[src/npc_pkg.sv]
// Shared types, constants and helpers for the nearest palette color block.
// No dependencies; every other source file imports this package.
package npc_pkg;

    // Palette size and register file shape
    localparam int PALETTE_SIZE = 8;
    localparam int NUM_REGS     = 8;
    localparam int REG_IDX_W    = $clog2(NUM_REGS);
    localparam int REG_W        = 30;

    // Field widths
    localparam int PIX_W   = 16;
    localparam int CHAN_W  = 10;
    localparam int SQ_W    = 2 * CHAN_W;
    localparam int DIST_W  = 22;
    localparam int INDEX_W = 3;

    // Comparison tree has a fixed number of leaves; unused leaves are padded
    localparam int TREE_LEAVES = 8;

    // Pixel channel scale: floor(SCALE * v / 32) with five-bit channels
    localparam int SCALE      = 1000;
    localparam int PCHAN_W    = 5;
    localparam int SCALED_W   = 15;

    // Largest possible squared distance with ten-bit palette channels
    localparam logic [DIST_W-1:0] MAX_DIST = DIST_W'(3 * 1023 * 1023);

    // Reset palette: the eight corner colors
    localparam logic [REG_W-1:0] PALETTE_RESET [NUM_REGS] = '{
        30'd0,       30'd1048576000, 30'd1024000,    30'd1049600000,
        30'd1000,    30'd1048577000, 30'd1025000,    30'd1049601000
    };

    typedef struct packed {
        logic [CHAN_W-1:0] red;
        logic [CHAN_W-1:0] green;
        logic [CHAN_W-1:0] blue;
    } t_rgb;

    // Scale a five-bit pixel channel onto the 0..1000 palette scale (results 0..968)
    function automatic logic [CHAN_W-1:0] scale_chan(input logic [PCHAN_W-1:0] v);
        logic [SCALED_W-1:0] prod;
        prod = SCALED_W'(v) * SCALED_W'(SCALE);
        return prod[SCALED_W-1:PCHAN_W];
    endfunction

    // Absolute difference of two channels
    function automatic logic [CHAN_W-1:0] abs_diff(input logic [CHAN_W-1:0] a,
                                                   input logic [CHAN_W-1:0] b);
        logic [CHAN_W-1:0] d;
        if (a > b) begin
            d = a - b;
        end else begin
            d = b - a;
        end
        return d;
    endfunction

endpackage

[src/npc_dist_lane.sv]
// One distance lane: channel differences, then squared Euclidean distance.
// Depends on npc_pkg. Two register stages, pure datapath.
module npc_dist_lane (
    input  logic                       i_clk,
    input  npc_pkg::t_rgb              i_pix,
    input  logic [npc_pkg::REG_W-1:0]  i_entry,
    output logic [npc_pkg::DIST_W-1:0] o_distance
);
    import npc_pkg::*;

    logic [CHAN_W-1:0] r_diff_r, r_diff_g, r_diff_b;
    logic [CHAN_W-1:0] n_diff_r, n_diff_g, n_diff_b;
    logic [SQ_W-1:0]   w_sq_r, w_sq_g, w_sq_b;
    logic [DIST_W-1:0] r_dist, n_dist;

    // Unpack the entry and take channel differences
    always_comb begin
        n_diff_r = abs_diff(i_entry[3*CHAN_W-1:2*CHAN_W], i_pix.red);
        n_diff_g = abs_diff(i_entry[2*CHAN_W-1:CHAN_W],   i_pix.green);
        n_diff_b = abs_diff(i_entry[CHAN_W-1:0],          i_pix.blue);
    end

    always_ff @(posedge i_clk) begin
        r_diff_r <= n_diff_r;
        r_diff_g <= n_diff_g;
        r_diff_b <= n_diff_b;
    end

    // Square each difference and sum
    always_comb begin
        w_sq_r = SQ_W'(r_diff_r) * SQ_W'(r_diff_r);
        w_sq_g = SQ_W'(r_diff_g) * SQ_W'(r_diff_g);
        w_sq_b = SQ_W'(r_diff_b) * SQ_W'(r_diff_b);
        n_dist = DIST_W'(w_sq_r) + DIST_W'(w_sq_g) + DIST_W'(w_sq_b);
    end

    always_ff @(posedge i_clk) begin
        r_dist <= n_dist;
    end

    assign o_distance = r_dist;

endmodule

[config.mk]
export PLATFORM = sky130hd
export DESIGN_NAME = npc_dist_lane
export DESIGN_NICKNAME = d
export VERILOG_FILES = /design/src/npc_pkg.sv /design/src/npc_dist_lane.sv
export SDC_FILE = /design/constraint.sdc
export NUM_CORES = 1
export LEC_CHECK = 0
export BUFFER_PORTS_ARGS = -buffer_cell sky130_fd_sc_hd__buf_2
export CAP_MARGIN = 20
export CORE_MARGIN = 3
export CORE_UTILIZATION = 55
export CTS_CLUSTER_SIZE = 30
export DETAILED_ROUTE_END_ITERATION = 8
export PLACE_DENSITY_LB_ADDON = 0.2
export SLEW_MARGIN = 40
export SYNTH_ARGS = -nofsm -noshare
export SYNTH_HDL_FRONTEND = slang
export SYNTH_SLANG_ARGS = --single-unit
[constraint.sdc]
create_clock -name i_clk -period 8.44 [get_ports i_clk]
set_clock_uncertainty 0.15 [all_clocks]
set_input_delay 1.688 -clock i_clk [delete_from_list [all_inputs] [get_ports i_clk]]
set_output_delay 1.688 -clock i_clk [all_outputs]
set_load 0.02 [all_outputs]
## Word-level counts from Yosys, hierarchy flattened

Cells that the tools add are included.

| storage, ports and cells | value |
|---|---|
| output and inout bits | 22 |
| input bits | 61 |
| register bits after elaboration | 52 |
| word-level logic and storage cells | 21 |

| operators by class | value |
|---|---|
| multiply operators | 3 |
| order comparisons | 3 |
| multiplexer cells | 3 |
| add/subtract/negate cells | 8 |

Operator list:

| kind | number |
|---|---|
| multiplier 10 x 10 -> 20 bit | 3 |
| subtractor 10 bit | 6 |
| > comparator 10 bit | 3 |
| two-way mux 10 bit | 3 |
| adder 21 x 20 -> 22 bit | 1 |
| adder 20 x 20 -> 21 bit | 1 |

## Logic depth before layout (Yosys ltp)

| depth | value |
|---|---|
| depth in word-level cells | 3 |
| mapped depth | 26 |
| mapped depth without buffers | 25 |

## Worst setup path after synthesis

Ideal clock, no wire load.

| timing | value |
|---|---|
| path kind | flip-flop to flip-flop |
| start | reg r_diff_r[0] |
| end | reg r_dist[19] (netlist: o_distance[19]) |
| path slack | 1.909 ns |
| setup time | 0.122 ns |
| path buffers | 1 |
| cell stages (with the launch flop) | 23 |
| arrival time | 6.259 ns |
| data required time | 8.168 ns |
| clock period less this slack | 6.531 ns |
| cells stage by stage | dfxtp_1 -> clkbuf_1 -> and2_1 -> fa_1 -> fa_1 -> inv_1 -> fa_1 -> inv_1 -> fa_1 -> inv_1 -> fa_1 -> fa_1 -> fa_1 -> fa_1 -> inv_1 -> ha_1 -> o21a_1 -> nor2_1 -> nor2b_1 -> o2bb2ai_2 -> o221a_2 -> nor3_1 -> a311o_1 |

| between the ends | value |
|---|---|
| longest elaborated chain between the ends | 3 |

Ends and longest elaborated chain:

| what | RTL line | text |
|---|---|---|
| from (decl) | npc_dist_lane.sv:11 | `logic [CHAN_W-1:0] r_diff_r, r_diff_g, r_diff_b;` |
| from (signal assigned) | npc_dist_lane.sv:24 | `r_diff_r <= n_diff_r;` |
| multiplier 10 x 10 -> 20 bit | npc_dist_lane.sv:31 | `w_sq_r = SQ_W'(r_diff_r) * SQ_W'(r_diff_r);` |
| adder 20 x 20 -> 21 bit | npc_dist_lane.sv:34 | `n_dist = DIST_W'(w_sq_r) + DIST_W'(w_sq_g) + DIST_W'(w_sq_b);` |
| adder 21 x 20 -> 22 bit | npc_dist_lane.sv:34 |  |
| via n_dist[19] | npc_dist_lane.sv:14 | `logic [DIST_W-1:0] r_dist, n_dist;` |
| to (signal assigned) | npc_dist_lane.sv:38 | `r_dist <= n_dist;` |
| to (decl) | npc_dist_lane.sv:14 |  |

The timed path passes the listed nets, and every way through them passes these cells.

## Worst setup path in the final report

| timing | value |
|---|---|
| start | reg r_diff_b[0] |
| end | reg r_dist[19] (netlist: o_distance[19]) |

| between the ends | value |
|---|---|
| longest elaborated chain between the ends | 2 |

Ends and longest elaborated chain:

| what | RTL line | text |
|---|---|---|
| from (decl) | npc_dist_lane.sv:11 |  |
| from (signal assigned) | npc_dist_lane.sv:26 | `r_diff_b <= n_diff_b;` |
| multiplier 10 x 10 -> 20 bit | npc_dist_lane.sv:33 | `w_sq_b = SQ_W'(r_diff_b) * SQ_W'(r_diff_b);` |
| adder 21 x 20 -> 22 bit | npc_dist_lane.sv:34 |  |
| via n_dist[19] | npc_dist_lane.sv:14 |  |

The timed path passes the listed nets, and every way through them passes these cells.

==> run metrics <==
status=completed; global routing usage on met1=27.99%; gr usage total=21.05%; Critical Path Start Type=flip-flop; GR Util met2=37.21%; Critical Path Sink Type=flip-flop; reg2reg start=r_diff_b[0]$_DFF_P_; worst min path class=flip-flop to flip-flop; Synth cell types=52; Rows=53; sequential cell area=1041 um2; top cells by area in the synthesized netlist=fa_1, ha_1, inv_1, dfxtp_1, and2_1; Post-DRT Antenna Nets=0; Post-Syn Nets=1788; CTS buffer count=5; drt total wl=~23000 um; number of fill cells=~2000; DP Cell Count=1660; num ports=83; Synth top cells by count=inv_1, fa_1, ha_1; Adder-Cell Fraction of Synth Area=54.51%; mux cell area share after synthesis=2.320%; Reg-to-Reg End=o_distance[19]$_DFF_P_; Compound-Gate Fraction of Synth Area=8.033%; minimum clock period=slightly below 7 ns; share of cells above drive strength 1=7.251%; Worst-Margin Slew=0.6868 ns; GP Congestion=~0.86; HP Start=r_diff_r[0]$_DFF_P_; dominant synthesized flop cell=dfxtp_1; depth of the most critical reg-to-reg path=23; drt drc=0; final std cells w/o fill=roughly 1700; RSZ-0062 raised after global routing=no; max-slew violations=0; FF-to-FF setup slack=between 1.5 and 2 ns; Worst slew margin=53.03%; Final TNS setup=0 ns; area leader, netlist=fa_1; H-tree depth=2; sequential area share after synthesis=about 8.6%; die height=154.5 um; Worst Path Max Fanout=12; Reg clk slew, reported paths=0.08 ns; count leader, synth=inv_1; final setup vio count=0; max frequency=144.8 MHz; core area=21350 um2; Async SR Flop Fraction=0%; Finished Core Util=around three fifths; largest family of logic cells by synthesized area=adder cells; Area Growth Syn to Fin=6.590%; layer with the highest usage=met2; YS warnings=0; DRT iter0 DRCs=approximately 400; top cell type's share of synthesized area=about 36%; post-detail-place hpwl=20780 um; cts hold-fix bufs=0; Post-CTS Repair Setup Buffers=0; Mean Syn Cell Area=9.116 um2; Die X=154.5 um; clock latency on the worst-skew pair=approximately 0.31 ns; # diodes=0; Endpoint, Worst Hold=o_distance[0]$_DFF_P_; Seq cells post-synth=52; number of iterations in the first detailed-routing pass=5; CTS tree=yes; via count=8532; Vias/cell=slightly above 5; total grt overflow=0; # Max-Cap Violations=0; simple-gate share of the synthesized area=10.21%; Final Hold Viols=0; Arrival @ worst endpoint=a little under 7 ns; WHS Path Cells=1; met3 GRT Util=around 2.5%; Synth Cell Area=12130 um2; Post-CTS Resized=0; number of flops mapped to enable cells by yosys=0; Syn Inst Count=1331; worst endpoint required time=8.50 ns; Initial Util=56.82%; root buf cell=clkbuf_16; final hold slack=0.7124 ns; Layout Nets=1849; IO buf count=82; Post-Synth XOR/XNOR Area=3.609%; global-route wire length before repair=around 42000 um; die area=approximately 24000 um2; clock sink total=52; routed len/inst=14.07 um; Final period util=about four fifths; largest net degree at the start of global routing=19; Max clock buf depth=2; footprint of the multi-input gates=9553 um2; initial antenna violation count=0; Crit Path Category=flip-flop to flip-flop; vias in the first global route=9041
per-stage QoR:
step           instance area [um2]  setup slack, ns
2_1_floorplan                12130            1.909
3_3_place_gp                 12760            1.669
3_5_place_dp                 12780            1.578
4_1_cts                      12930            1.570
5_1_grt                      12930            1.240
6_report                     12930            1.534
area by class of cell:
class                      count  area share, %
timing repair buffer          85          3.309
clock buffer                   5         0.9675
inverter                     377          10.94
multi-input combinational    871          73.87
tap                          275          2.661
sequential                    52          8.050
clock inverter                 3         0.2032
worst max-delay path: stages (launching register included):
cell	delay [ns]
dfxtp_1	0.64
and2_1	0.25
fa_1	0.43
ha_1	0.20
inv_1	0.07
fa_1	0.44
fa_1	0.51
inv_1	0.06
fa_1	0.53
inv_1	0.05
fa_1	0.47
inv_1	0.05
fa_1	0.47
inv_1	0.05
fa_1	0.47
inv_1	0.05
ha_1	0.34
a211oi_1	0.28
nor2_1	0.11
nor3_1	0.35
o2bb2ai_2	0.19
o221a_2	0.27
nor3_1	0.06
a311o_1	0.31
worst max path at each step:
stage                        start                      to  cells after the start
2_1_floorplan  r_diff_r[0]$_DFF_P_  o_distance[19]$_DFF_P_                     22
3_3_place_gp   r_diff_b[0]$_DFF_P_  o_distance[19]$_DFF_P_                     23
3_5_place_dp   r_diff_b[0]$_DFF_P_  o_distance[19]$_DFF_P_                     23
4_1_cts        r_diff_b[0]$_DFF_P_  o_distance[19]$_DFF_P_                     23
5_1_grt        r_diff_b[0]$_DFF_P_  o_distance[19]$_DFF_P_                     23
6_report       r_diff_b[0]$_DFF_P_  o_distance[19]$_DFF_P_                     23
sequential cells by signal (all words and copies together) (netlist names):
signal	flops
r_diff_b	10
r_diff_g	10
o_distance	22
r_diff_r	10
per-layer routing:
| layer | part of all wire (%) | wire, um | vias up |
|---|---|---|---|
| met4 | 1.6 | 379 | 0 |
| met2 | 52 | 12150 | 164 |
| met3 | 4.1 | 974 | 24 |
| met1 | 42 | 9969 | 4199 |
| li1 | - | - | 4145 |
| met5 | 0 | 0 | - |
layout by cell type, fill, tap and decap left out, types with 2 or more instances in the layout:
| master | n |
|---|---|
| clkbuf_16 | 5 |
| dfxtp_1 | 52 |
| a2111oi_0 | 3 |
| nor3_1 | 3 |
| buf_2 | 84 |
| and3_1 | 9 |
| inv_1 | 377 |
| xnor2_1 | 28 |
| a21o_1 | 23 |
| nand3b_1 | 3 |
| mux2i_1 | 27 |
| ha_1 | 175 |
| nand3_1 | 15 |
| fa_1 | 221 |
| nor2b_1 | 16 |
| inv_6 | 2 |
| a221o_1 | 2 |
| and2_1 | 84 |
| or2_2 | 2 |
| a211oi_1 | 3 |
| nand2_1 | 75 |
| a21oi_1 | 59 |
| nand2b_1 | 4 |
| o21ai_0 | 29 |
| nor2_1 | 24 |
| o21a_1 | 9 |
| o21ai_1 | 4 |
| xor2_1 | 22 |
| a31oi_1 | 8 |
cells by family after synthesis:
family                   after synthesis
multiplexers                          28
adder cells (fa/ha/maj)              396
AND/OR/NAND/NOR                      240
AO/OA/AOI/OAI                        157
XOR/XNOR                              50
flip-flops                            52
buffers and inverters                408
Power is not shown: default switching activity piles up to over one toggle a cycle in this logic, so the estimate is an artifact.
