**src/npc_pkg.sv**
```systemverilog
// Shared types, constants and helpers for the nearest palette color block.
// No dependencies; every other source file imports this package.
package npc_pkg;

    // Palette size and register file shape
    localparam int PALETTE_SIZE = 8;
    localparam int NUM_REGS     = 8;
    localparam int REG_IDX_W    = $clog2(NUM_REGS);
    localparam int REG_W        = 30;

    // Field widths
    localparam int PIX_W   = 16;
    localparam int CHAN_W  = 10;
    localparam int SQ_W    = 2 * CHAN_W;
    localparam int DIST_W  = 22;
    localparam int INDEX_W = 3;

    // Comparison tree has a fixed number of leaves; unused leaves are padded
    localparam int TREE_LEAVES = 8;

    // Pixel channel scale: floor(SCALE * v / 32) with five-bit channels
    localparam int SCALE      = 1000;
    localparam int PCHAN_W    = 5;
    localparam int SCALED_W   = 15;

    // Largest possible squared distance with ten-bit palette channels
    localparam logic [DIST_W-1:0] MAX_DIST = DIST_W'(3 * 1023 * 1023);

    // Reset palette: the eight corner colors
    localparam logic [REG_W-1:0] PALETTE_RESET [NUM_REGS] = '{
        30'd0,       30'd1048576000, 30'd1024000,    30'd1049600000,
        30'd1000,    30'd1048577000, 30'd1025000,    30'd1049601000
    };

    typedef struct packed {
        logic [CHAN_W-1:0] red;
        logic [CHAN_W-1:0] green;
        logic [CHAN_W-1:0] blue;
    } t_rgb;

    // Scale a five-bit pixel channel onto the 0..1000 palette scale (results 0..968)
    function automatic logic [CHAN_W-1:0] scale_chan(input logic [PCHAN_W-1:0] v);
        logic [SCALED_W-1:0] prod;
        prod = SCALED_W'(v) * SCALED_W'(SCALE);
        return prod[SCALED_W-1:PCHAN_W];
    endfunction

    // Absolute difference of two channels
    function automatic logic [CHAN_W-1:0] abs_diff(input logic [CHAN_W-1:0] a,
                                                   input logic [CHAN_W-1:0] b);
        logic [CHAN_W-1:0] d;
        if (a > b) begin
            d = a - b;
        end else begin
            d = b - a;
        end
        return d;
    endfunction

endpackage

```
**src/npc_min_tree.sv**
```systemverilog
// Registered three-level minimum tree over the lane distances.
// Depends on npc_pkg. Lower index wins on equal distances.
module npc_min_tree (
    input  logic                        i_clk,
    input  logic                        i_rst_n,
    input  logic                        i_valid,
    input  logic [npc_pkg::DIST_W-1:0]  i_dist [npc_pkg::PALETTE_SIZE],
    output logic                        o_valid,
    output logic [npc_pkg::INDEX_W-1:0] o_index,
    output logic [npc_pkg::DIST_W-1:0]  o_distance
);
    import npc_pkg::*;

    localparam int L1_N = TREE_LEAVES / 2;
    localparam int L2_N = TREE_LEAVES / 4;

    logic [DIST_W-1:0]  w_leaf_d [TREE_LEAVES];
    logic [DIST_W-1:0]  r_l1_d [L1_N], n_l1_d [L1_N];
    logic [INDEX_W-1:0] r_l1_i [L1_N], n_l1_i [L1_N];
    logic [DIST_W-1:0]  r_l2_d [L2_N], n_l2_d [L2_N];
    logic [INDEX_W-1:0] r_l2_i [L2_N], n_l2_i [L2_N];
    logic [DIST_W-1:0]  r_out_d, n_out_d;
    logic [INDEX_W-1:0] r_out_i, n_out_i;
    logic               r_l1_v, r_l2_v, r_out_v;

    // Pad unused leaves with a distance no real entry can reach
    always_comb begin
        for (int k = 0; k < TREE_LEAVES; k++) begin
            if (k < PALETTE_SIZE) begin
                w_leaf_d[k] = i_dist[k];
            end else begin
                w_leaf_d[k] = '1;
            end
        end
    end

    // First level: pairs of leaves
    always_comb begin
        for (int k = 0; k < L1_N; k++) begin
            if (w_leaf_d[2*k+1] < w_leaf_d[2*k]) begin
                n_l1_d[k] = w_leaf_d[2*k+1];
                n_l1_i[k] = INDEX_W'(2*k+1);
            end else begin
                n_l1_d[k] = w_leaf_d[2*k];
                n_l1_i[k] = INDEX_W'(2*k);
            end
        end
    end

    // Second level
    always_comb begin
        for (int k = 0; k < L2_N; k++) begin
            if (r_l1_d[2*k+1] < r_l1_d[2*k]) begin
                n_l2_d[k] = r_l1_d[2*k+1];
                n_l2_i[k] = r_l1_i[2*k+1];
            end else begin
                n_l2_d[k] = r_l1_d[2*k];
                n_l2_i[k] = r_l1_i[2*k];
            end
        end
    end

    // Final level
    always_comb begin
        if (r_l2_d[1] < r_l2_d[0]) begin
            n_out_d = r_l2_d[1];
            n_out_i = r_l2_i[1];
        end else begin
            n_out_d = r_l2_d[0];
            n_out_i = r_l2_i[0];
        end
    end

    // Hold payload per level
    always_ff @(posedge i_clk) begin
        r_l1_d  <= n_l1_d;
        r_l1_i  <= n_l1_i;
        r_l2_d  <= n_l2_d;
        r_l2_i  <= n_l2_i;
        r_out_d <= n_out_d;
        r_out_i <= n_out_i;
    end

    // Advance valid flags
    always_ff @(posedge i_clk) begin
        if (!i_rst_n) begin
            r_l1_v  <= 1'b0;
            r_l2_v  <= 1'b0;
            r_out_v <= 1'b0;
        end else begin
            r_l1_v  <= i_valid;
            r_l2_v  <= r_l1_v;
            r_out_v <= r_l2_v;
        end
    end

    assign o_valid    = r_out_v;
    assign o_index    = r_out_i;
    assign o_distance = r_out_d;

    // First-level winner of leaves 0 and 1 never exceeds the distance of either leaf
    a_l1_min: assert property (@(posedge i_clk) disable iff (!i_rst_n)
        r_l1_v |-> (r_l1_d[0] <= $past(w_leaf_d[0]) && r_l1_d[0] <= $past(w_leaf_d[1])))
        else $error("level one minimum wrong");

    // Chosen index always refers to a real palette entry
    a_idx_range: assert property (@(posedge i_clk) disable iff (!i_rst_n)
        r_out_v |-> (32'(r_out_i) < PALETTE_SIZE))
        else $error("index beyond palette");

    // Result distance fits the physical range
    a_dist_range: assert property (@(posedge i_clk) disable iff (!i_rst_n)
        r_out_v |-> (r_out_d <= MAX_DIST))
        else $error("distance out of range");

endmodule

```
**config.mk**
```make
export PLATFORM = sky130hd
export DESIGN_NAME = npc_min_tree
export DESIGN_NICKNAME = d
export VERILOG_FILES = /design/src/npc_pkg.sv /design/src/npc_min_tree.sv
export SDC_FILE = /design/constraint.sdc
export NUM_CORES = 1
export LEC_CHECK = 0
export BUFFER_PORTS_ARGS = -buffer_cell sky130_fd_sc_hd__buf_2
export CAP_MARGIN = 40
export CORE_ASPECT_RATIO = 1.1
export CORE_MARGIN = 2
export CORE_UTILIZATION = 40
export CTS_CLUSTER_DIAMETER = 30
export DETAILED_ROUTE_END_ITERATION = 16
export GPL_ROUTABILITY_DRIVEN = 0
export MAX_ROUTING_LAYER = met4
export SLEW_MARGIN = 0
export SYNTH_ARGS = -nofsm -noshare
export SYNTH_HDL_FRONTEND = slang
export SYNTH_SLANG_ARGS = --single-unit
```
**constraint.sdc**
```tcl
create_clock -name i_clk -period 3.5 [get_ports i_clk]
set_input_delay 0.175 -clock i_clk [delete_from_list [all_inputs] [get_ports i_clk]]
set_output_delay 0.175 -clock i_clk [all_outputs]
set_load 0.02 [all_outputs]
```
**Yosys cells after proc, flatten, opt, wreduce, memory -nomap -nowiden**

Index checks and enable logic that the tools add are counted.

- Magnitude comparators: 7
- Muxes and demuxes: 14

Operators by type and width:

| operator | number |
|---|---|
| less-than comparator 22 bit | 7 |
| 2-to-1 mux 22 bit | 7 |
| 2-to-1 mux 3 bit | 3 |
| 2-to-1 mux 1 bit | 4 |

- Register bits: 178
- Input bits: 179
- Output and inout bits: 26
- Word-level logic and storage cells: 38

**Logic depth before layout (Yosys ltp)**

Gate-level depths: netlist (run 1).

- Depth in word-level cells: 2
- Gate-level depth with buffers: 10
- Mapped depth without buffers: 8

**Worst setup path before layout (run 1)**

No wires, ideal clock.

- Path kind: reg2reg
- Start point: register r_l2_d[43] (netlist name)
- End point: register r_out_d[10], in the netlist o_distance[10]
- Library setup time: 121 ps
- Data arrival time: 1901 ps
- Slack: 1478 ps
- Stages on the path, launching flop included: 10
- Buffers on the path: 2
- Clock period less this slack: 2022 ps
- Cells stage by stage: dfxtp_1 -> inv_1 -> ha_1 -> nand4_2 -> nor4_2 -> a21oi_1 -> and3_1 -> buf_6 -> buf_12 -> mux2_4

- Word-level cells in the longest chain between the ends: 2

RTL lines:

| item | line | source |
|---|---|---|
| start, declared | npc_min_tree.sv:20 | `logic [DIST_W-1:0] r_l2_d [L2_N], n_l2_d [L2_N];` |
| start signal, assigned | npc_min_tree.sv:78 | `r_l2_d <= n_l2_d;` |
| less-than comparator 22 bit | npc_min_tree.sv:65 | `if (r_l2_d[1] < r_l2_d[0]) begin` |
| 2-to-1 mux 22 bit | npc_min_tree.sv:65 |  |
| via n_out_d[10] | npc_min_tree.sv:22 | `logic [DIST_W-1:0] r_out_d, n_out_d;` |
| end signal, assigned | npc_min_tree.sv:80 | `r_out_d <= n_out_d;` |
| end, declared | npc_min_tree.sv:22 |  |

The timed path passes the listed nets, and every way through them passes these cells.
A chain may end at the register's enable or synchronous reset.

==> results of run 1 <==
[cells by family (layout without fill, tap and decap cells)]
| group | count (synthesis) | in the layout | synth area share (%) |
|---|---|---|---|
| flip-flops | 168 | 168 | 34.7 |
| AO/OA/AOI/OAI | 133 | 133 | 7.22 |
| AND/OR/NAND/NOR | 101 | 101 | 6.39 |
| adder cells (fa/ha/maj) | 147 | 147 | 19.0 |
| buffers and inverters | 175 | 520 | 9.30 |
| other | 0 | 1 | 0 |
| multiplexers | 158 | 158 | 23.5 |
[path summary, 6_finish.rpt]
path / startpoint / endpoint / slack (ns) / cells past startpoint
setup / recovery: i_dist[163] / r_l1_d[82] / 0.36 / 11
hold / removal: i_dist[66] / r_l1_d[22] / 0.007 / 2
setup reg to reg: r_l2_d[37] / o_distance[21] / 0.83 / 9
hold reg to reg: r_l2_v / o_valid / 0.43 / 1
[power groups by stage]
stage	Sequential, mW	Clock, mW	Combinational (mW)
3_3_place_gp	2.64	0	2.28
6_report	2.59	1.92	2.45
2_1_floorplan	2.73	0	1.66
3_5_place_dp	2.64	0	2.31
4_1_cts	2.60	1.95	2.48
5_1_grt	2.64	2.02	2.69
[registers in the layout (all words and copies together) (netlist names)]
register,cells
r_l1_i,4
r_l2_d,44
r_l1_d,88
r_l2_i,4
o_index,3
o_distance,22
o_valid,1
r_l2_v,1
r_l1_v,1
[area by class of cell]
class,instances,share of cell area (%)
multi-input cells,539,42.8
flip-flops and latches,168,26.5
repair buffers,336,18.3
inverters,154,4.55
clock buffers,20,3.67
well taps,305,3.00
clock inverters,10,1.13
diodes,1,0.0197
[what timing repair did]
item,in CTS,in global routing
hold endpoints to repair,68,2
endpoints found under the setup margin,0,0
hold buffers,122,2
[routing by layer]
metal,vias up,GRT usage (%)
met5,-,-
met1,3289,22.2
met4,0,5.56
met3,30,2.85
met2,129,30.6
li1,3693,-
[cell usage in the layout, fill, tap and decap left out, drive strengths merged, types with 14 or more instances in the layout]
cell type | synthesis | final
a21oi | 77 | 77
nand2 | 28 | 28
inv | 154 | 155
clkbuf | 0 | 20
dfxtp | 168 | 168
nand4 | 21 | 21
dlygate4sd3 | 0 | 124
o21ai | 42 | 42
nand3 | 14 | 14
ha | 147 | 147
mux2 | 158 | 158
buf | 21 | 212
[per-stage QoR]
step	instance area [um^2]	total power, mW	worst slack, ns	hold WS [ns]	utilization, %
3_5_place_dp	10900	4.95	0.816	0.386	45.6
4_1_cts	12700	7.03	0.368	0.000222	53.4
2_1_floorplan	9700	4.39	1.48	0.297	-
3_3_place_gp	10800	4.92	0.854	0.391	45.6
5_1_grt	12700	7.35	0.257	0.00185	53.4
6_report	12700	6.96	0.362	0.00706	53.4
==> flow_summary.yaml, run 1 <==
run_status:
  status: "completed"
finish:
  areaGrowthSynthToFinish_pct: 30.9
  fin_cells: 1533
  fill_cells: 2119
  layout-drive-gt1-share_pct: 33.8
  multi_input_area_um2: 5440
  regArea_um2: 3360
  nets: 1542
sta:
  fmax_ghz: 0.319
  finalHoldViolCount: 0
  tns_ns: 0
  layout_min_cycle_time_ns: 3.14
  post-route-period-util_pct: 89.7
  report.final.slew_viol_count: 0
  tightest_slew_ns: 0.756
  slew_headroom_pct: 49.6
  rsz0062_at_grt: "false"
  skew_ns: 0.00901
  finalSetupViolCount: 0
hold_path:
  worstHoldPathType: "in2reg"
critical_path:
  critical_path_required_ns: 3.82
  slowest_stage: "and3_1"
  crit_chain: "dlygate4sd3_1 -> buf_2 -> inv_1 -> ha_1 -> a21oi_1 -> o21ai_0 -> a21oi_1 -> and3_1 -> buf_4 -> mux2_4 -> dlygate4sd3_1"
  cp.buffers_inverters: 5
  start_kind: "input port"
  crit_type: "in2reg"
  worstPathArrival_ns: 3.46
  crit_family: "buffers and inverters"
  path_max_fanout: 12
  endpoint_kind: "flop"
  slowest_delay_ns: 0.61
global_routing:
  grt_pass1_wl_um: 35500
  grt_pass1_vias: 7299
  grt_max_degree: 19
  grt_antenna_before_repair: 1
  grt_use_total_pct: 18.1
  grt-ovfl-total: 0
synthesis:
  synth_ff_type: "dfxtp_1"
  synthTopCellsByCount: "dfxtp_1, inv_1, ha_1, mux2_4, a21oi_1"
  syn-mean-instance-area_um2: 11.0
  synth_edf_count: 0
  synth.distinct_cells: 23
  yosysTopAreaCell: "dfxtp_1"
  syn_nets: 1208
  syn_area_um2: 9700
  ys_ff_latch: 168
  ys_seq_area_share_pct: 34.7
  synthArstFlopShare_pct: 0
  syn_inst: 882
  yosys.area.top_type_share_pct: 34.7
  yosys_warnings: 0
  synthTopCellsByArea: "dfxtp_1, mux2_4, ha_1"
  synth.most_common_cell: "dfxtp_1"
clock_tree:
  postCtsResizedCells: 0
  cts_inserted_buffers: 17
  cts_setup_buffers: 0
  cts_tree: "done"
  clkSinkCount: 168
  cts_buffer_depth: 2
  htreeDepth: 4
  clock-root-buffer: "clkbuf_16"
  cts.clk_slew.worst_paths_ns: 0.06
  clk_latency_ns: 0.43
drt:
  viasPerCell: 4.66
  antenna_left: 0
  via_count: 7141
  firstDrtPassIters: 4
  maxUsedRoutingLayer: "met4"
  wl_um: 22500
  drc: 0
  dr_wl_met3_um: 658
  first_iter_violations: 212
  post_drt_wl_per_cell_um: 14.7
  route.met2.wl_um: 11000
  met1_length_um: 10500
die:
  start_util_pct: 40.8
  die_w_um: 153
  io_pins: 205
  fp.coreArea_um2: 23800
  fp.dieH_um: 167
  dieArea_um2: 25500
  std_cell_rows: 59
power_and_ir_drop:
  peakVddDrop_mv: 0.359
  power_switching_mw: 2.11
  internal-power_mw: 4.85
  p_comb_share_pct: 35.2
  total_leakage_power_nw: 6.63
  clockPowerShare_pct: 27.6
  p_per_area_nw_per_um2: 548
  p_sw_share_pct: 30.3
  p_seq_share_pct: 37.2
place:
  io_buffers: 204
  post-dp-hpwl_um: 18500
  dpl.cell_count: 1378
run:
  drv_cap: 0
(Power assumes the default switching activity.)
==> run 2, diff against run 1 <==
--- a/config.mk
+++ b/config.mk
@@ -9,11 +9,12 @@
 export CAP_MARGIN = 40
 export CORE_ASPECT_RATIO = 1.1
 export CORE_MARGIN = 2
-export CORE_UTILIZATION = 40
+export CORE_UTILIZATION = 55
 export CTS_CLUSTER_DIAMETER = 30
 export DETAILED_ROUTE_END_ITERATION = 16
 export GPL_ROUTABILITY_DRIVEN = 0
 export MAX_ROUTING_LAYER = met4
+export PLACE_DENSITY = 0.8
 export SLEW_MARGIN = 0
 export SYNTH_ARGS = -nofsm -noshare
 export SYNTH_HDL_FRONTEND = slang
==> run 2 against run 1 <==
Total power increased by 2.5%; first-iteration DRC count increased by 100%; flip-flop and latch count did not move; wire length rose by 17%; clock-buffer cell count increased by 1; worst setup slack got worse by 0.22 ns; design area shrank 0.96%; sequential share of layout area up 0.26 points; global-route usage grew 11 points; clock skew increased by 0.0030 ns; critical endpoint is now r_l1_d[59]; largest cell class unchanged; largest power group is now combinational logic; highest routed layer unchanged.
==> flow_summary.yaml, run 2 (synthesized netlist as in run 1, its figures left out) <==
run_status:
  status: "completed"
clock_tree:
  htreeDepth: 4
  clk_latency_ns: 0.43
  clock-root-buffer: "clkbuf_16"
  cts_buffer_depth: 2
  cts.clk_slew.worst_paths_ns: 0.07
  cts_tree: "done"
  clkSinkCount: 168
  cts_inserted_buffers: 17
finish:
  final_common_cell: "buf_2"
  layout-drive-gt1-share_pct: 34.0
  nets: 1535
  fin_area_um2: 12600
  layout_common_cells: "buf_2, dfxtp_1, inv_1, ha_1, mux2_4"
  fin_cells: 1457
  top_register: "r_l1_d"
  largest_reg_flops: 88
  areaGrowthSynthToFinish_pct: 29.7
hold_path:
  worstHoldPathType: "in2reg"
  holdPathStages: 2
drt:
  viasPerCell: 5.38
  wl_um: 26400
  via_count: 7834
  drc: 0
  first_iter_violations: 428
  antenna_left: 0
  post_drt_wl_per_cell_um: 18.1
  firstDrtPassIters: 5
die:
  io_pins: 205
  std_cell_rows: 50
  fp.coreArea_um2: 17100
  fp.dieH_um: 143
  die_w_um: 131
  dieArea_um2: 18700
  start_util_pct: 56.6
sta:
  report.final.slew_viol_count: 0
  slew_headroom_pct: 59.9
  skew_ns: 0.0120
  fmax_ghz: 0.298
  layout_setup_ws_ns: 0.146
  finalSetupViolCount: 0
  post-route-period-util_pct: 95.8
  rsz0062_at_grt: "false"
  tns_ns: 0
  tightest_slew_ns: 0.602
  layout_min_cycle_time_ns: 3.35
  finalHoldViolCount: 0
critical_path:
  path_max_fanout: 14
  critical_path_required_ns: 3.82
  start_kind: "input port"
  crit_type: "in2reg"
  r2r_cells: 9
  worstPathArrival_ns: 3.67
  endpoint_kind: "flop"
global_routing:
  grt-ovfl-total: 0
  grt_antenna_before_repair: 1
  grt_use_total_pct: 29.4
  grt_pass1_vias: 8298
  grt_max_degree: 24
  grt_pass1_wl_um: 40600
place:
  place_ws_ns: 0.954
  post-dp-hpwl_um: 18000
  io_buffers: 204
  dpl.cell_count: 1309
  placed_area_um2: 10800
power_and_ir_drop:
  p_per_area_nw_per_um2: 567
  total_leakage_power_nw: 6.62
  p_total_mw: 7.13
  peakVddDrop_mv: 0.504
run:
  drv_cap: 0
run 2: layer usage:
metal  vias up  GRT usage (%)  routed length, um  share of wire (%)
met3       102           4.62               1390                5.3
li1       3687              -                  -                  -
met4         0           14.9               1210                4.6
met5         -              -                  0                  0
met2       331           52.5              13500                 51
met1      3714           31.3              10300                 39
run 2: worst max-delay path, cell delays in order:
cell,delay [ns]
dlygate4sd3_1,0.56
buf_2,0.15
inv_1,0.05
ha_1,0.33
a21oi_1,0.24
o21ai_0,0.11
a21oi_1,0.19
and3_1,0.56
buf_4,0.39
mux2_4,0.33
dlygate4sd3_1,0.58
run 2: area by class of cell:
class                   instances  area (um^2)
well taps                     234          293
fillers                      1088         4560
repair buffers                329         2290
clock buffers                  21          450
inverters                     154          578
clock inverters                11          170
diodes                          1         2.50
flip-flops and latches        168         3360
multi-input cells             539         5440
run 2: worst paths after layout:
kind                     from         end  slack [ns]
setup / recovery  i_dist[129]  r_l1_d[59]        0.15
hold / removal     i_dist[66]  r_l1_d[22]       0.004
setup reg to reg   r_l1_d[37]  r_l2_d[21]        0.89
hold reg to reg        r_l2_v     o_valid        0.44
run 2: stage by stage:
step	utilization [%]	hold slack, ns
2_1_floorplan	-	0.297
3_3_place_gp	62.8	0.387
3_5_place_dp	63.1	0.383
4_1_cts	73.3	0.0000338
5_1_grt	73.4	0.000919
6_report	73.4	0.00355
run 2: timing repair:
action,CTS,global route
hold buffers,114,1
setup buffers,0,0
hold endpoints to repair,68,1
gates resized for setup,0,0
run 2: power by group:
group          leakage (nW)  switching [mW]  internal (mW)
combinational          4.91            1.24           1.36
clock                 0.294           0.750           1.21
sequential             1.42           0.222           2.35
==> run 3, diff against run 2 <==
--- a/config.mk
+++ b/config.mk
@@ -10,6 +10,7 @@
 export CORE_ASPECT_RATIO = 1.1
 export CORE_MARGIN = 2
 export CORE_UTILIZATION = 55
+export CTS_BUF_LIST = sky130_fd_sc_hd__clkbuf_8 sky130_fd_sc_hd__clkbuf_16
 export CTS_CLUSTER_DIAMETER = 30
 export DETAILED_ROUTE_END_ITERATION = 16
 export GPL_ROUTABILITY_DRIVEN = 0
==> run 3 against run 2 <==
Clock skew is 0.00067 ns lower; critical path depth stayed put; register-to-register slack hardly changed; core utilization stayed put; first-iteration DRC count is 6.8% lower; design area stayed put; sequential share of layout area stayed put.
==> flow_summary.yaml, run 3 (synthesized netlist as in run 1, its figures left out) <==
clock_tree:
  clkSinkCount: 168
  cts_buffer_depth: 2
  clk_latency_ns: 0.43
  htreeDepth: 4
  postCtsResizedCells: 0
  cts_tree: "done"
  cts.clk_slew.worst_paths_ns: 0.07
  cts_setup_buffers: 0
  cts_inserted_buffers: 17
  cts_hold_buf: 114
  clock-root-buffer: "clkbuf_16"
critical_path:
  critical_path_required_ns: 3.81
  slowest_stage: "dlygate4sd3_1"
  start_kind: "input port"
  cp.buffers_inverters: 5
  crit_chain: "dlygate4sd3_1 -> buf_2 -> inv_1 -> ha_1 -> a21oi_1 -> o21ai_0 -> a21oi_1 -> and3_1 -> buf_4 -> mux2_4 -> dlygate4sd3_1"
  path_max_fanout: 14
  slowest_delay_ns: 0.58
  worstPathArrival_ns: 3.67
  r2r_cells: 9
  reg2reg_from: "r_l1_d[37]"
  endpoint_kind: "flop"
  critPathLaunch: "i_dist[129]"
  reg2reg_setup_slack_ns: 0.90
  r2r_end: "r_l2_d[21]"
  crit_family: "buffers and inverters"
  crit_type: "in2reg"
die:
  dieArea_um2: 18700
  fp.coreArea_um2: 17100
  start_util_pct: 56.6
  io_pins: 205
  fp.dieH_um: 143
  die_w_um: 131
  std_cell_rows: 50
place:
  dpl.cell_count: 1309
  post-dp-hpwl_um: 18000
  placed_area_um2: 10800
  io_buffers: 204
power_and_ir_drop:
  p_sw_share_pct: 31.0
  total_leakage_power_nw: 6.63
  internal-power_mw: 4.92
  power_switching_mw: 2.21
  p_seq_share_pct: 36.1
  p_per_area_nw_per_um2: 567
  peakVddDrop_mv: 0.504
  p_comb_share_pct: 36.4
  clockPowerShare_pct: 27.4
drt:
  antenna_left: 0
  post_drt_wl_per_cell_um: 18.1
  via_count: 7860
  drc: 0
  wl_um: 26400
  firstDrtPassIters: 6
  viasPerCell: 5.39
  first_iter_violations: 399
global_routing:
  grt_max_degree: 24
  grt-ovfl-total: 0
  grt_pass1_wl_um: 40600
  grt_pass1_vias: 8298
  grt_use_total_pct: 29.4
  grt_antenna_before_repair: 1
finish:
  final_util_pct: 73.4
  fin_area_um2: 12600
  largest_reg_flops: 88
  layout-drive-gt1-share_pct: 34.0
  fin_cells: 1457
  layout_common_cells: "buf_2, dfxtp_1, inv_1, ha_1, mux2_4"
  areaGrowthSynthToFinish_pct: 29.7
  final_common_cell: "buf_2"
  nets: 1535
  top_register: "r_l1_d"
sta:
  whs_ns: 0.00471
  rsz0062_at_grt: "false"
  layout_min_cycle_time_ns: 3.36
  post-route-period-util_pct: 96.0
  skew_ns: 0.0114
  report.final.slew_viol_count: 0
  finalHoldViolCount: 0
  slew_headroom_pct: 59.9
  tns_ns: 0
  tightest_slew_ns: 0.602
  finalSetupViolCount: 0
  fmax_ghz: 0.298
hold_path:
  worstHoldPathType: "in2reg"
  holdPathEnd: "r_l1_d[22]"
  holdPathStages: 2
  hp-start: "i_dist[66]"
run:
  drv_cap: 0
run_status:
  status: "completed"
==> run 3: worst max path at each step <==
stage,to,cells after the start
5_1_grt,r_l1_d[59],11
2_1_floorplan,o_distance[10],9
3_5_place_dp,r_l1_d[2],10
4_1_cts,r_l1_d[2],12
6_report,r_l1_d[59],11
3_3_place_gp,r_l2_d[32],9
==> run 3: stage by stage <==
step / worst slack, ns / power (mW)
after detailed placement: 0.954 / 4.99
after global routing: 0.0468 / 7.46
final: 0.140 / 7.13
after floorplan: 1.48 / 4.39
after CTS: 0.350 / 7.08
after global placement: 0.761 / 4.89
==> run 3: metal layers <==
layer  track usage [%]  vias up  wire, um  part of all wire, %
met1              31.3     3732     10300                   39
met3              4.62       99      1400                  5.3
met2              52.5      340     13600                   51
li1                  -     3689         -                    -
met4              14.9        0      1230                  4.6
met5                 -        -         0                    0
==> run 3: layout make-up <==
cell class	count	area, um^2
Clock inverter	14	181
Tap cell	234	293
Timing Repair Buffer	329	2290
Fill cell	1088	4560
Multi-Input combinational cell	539	5440
Sequential cell	168	3360
Inverter	154	578
Clock buffer	18	439
Antenna cell	1	2.50
==> run 3: worst register-to-register path, cell delays in order, from the launching register on <==
cell	delay [ns]
dfxtp_1	0.40
inv_1	0.09
ha_1	0.30
a21o_1	0.19
nand3_1	0.07
a21oi_1	0.07
a21oi_1	0.13
and3_1	0.56
buf_4	0.32
mux2_2	0.36
==> run 3: power by group through the flow <==
stage	combinational [mW]	sequential [mW]	clock, mW
global route	2.80	2.62	2.04
finish	2.60	2.58	1.96
detailed placement	2.37	2.61	0
global placement	2.30	2.59	0
floorplan	1.66	2.73	0
CTS	2.54	2.57	1.96
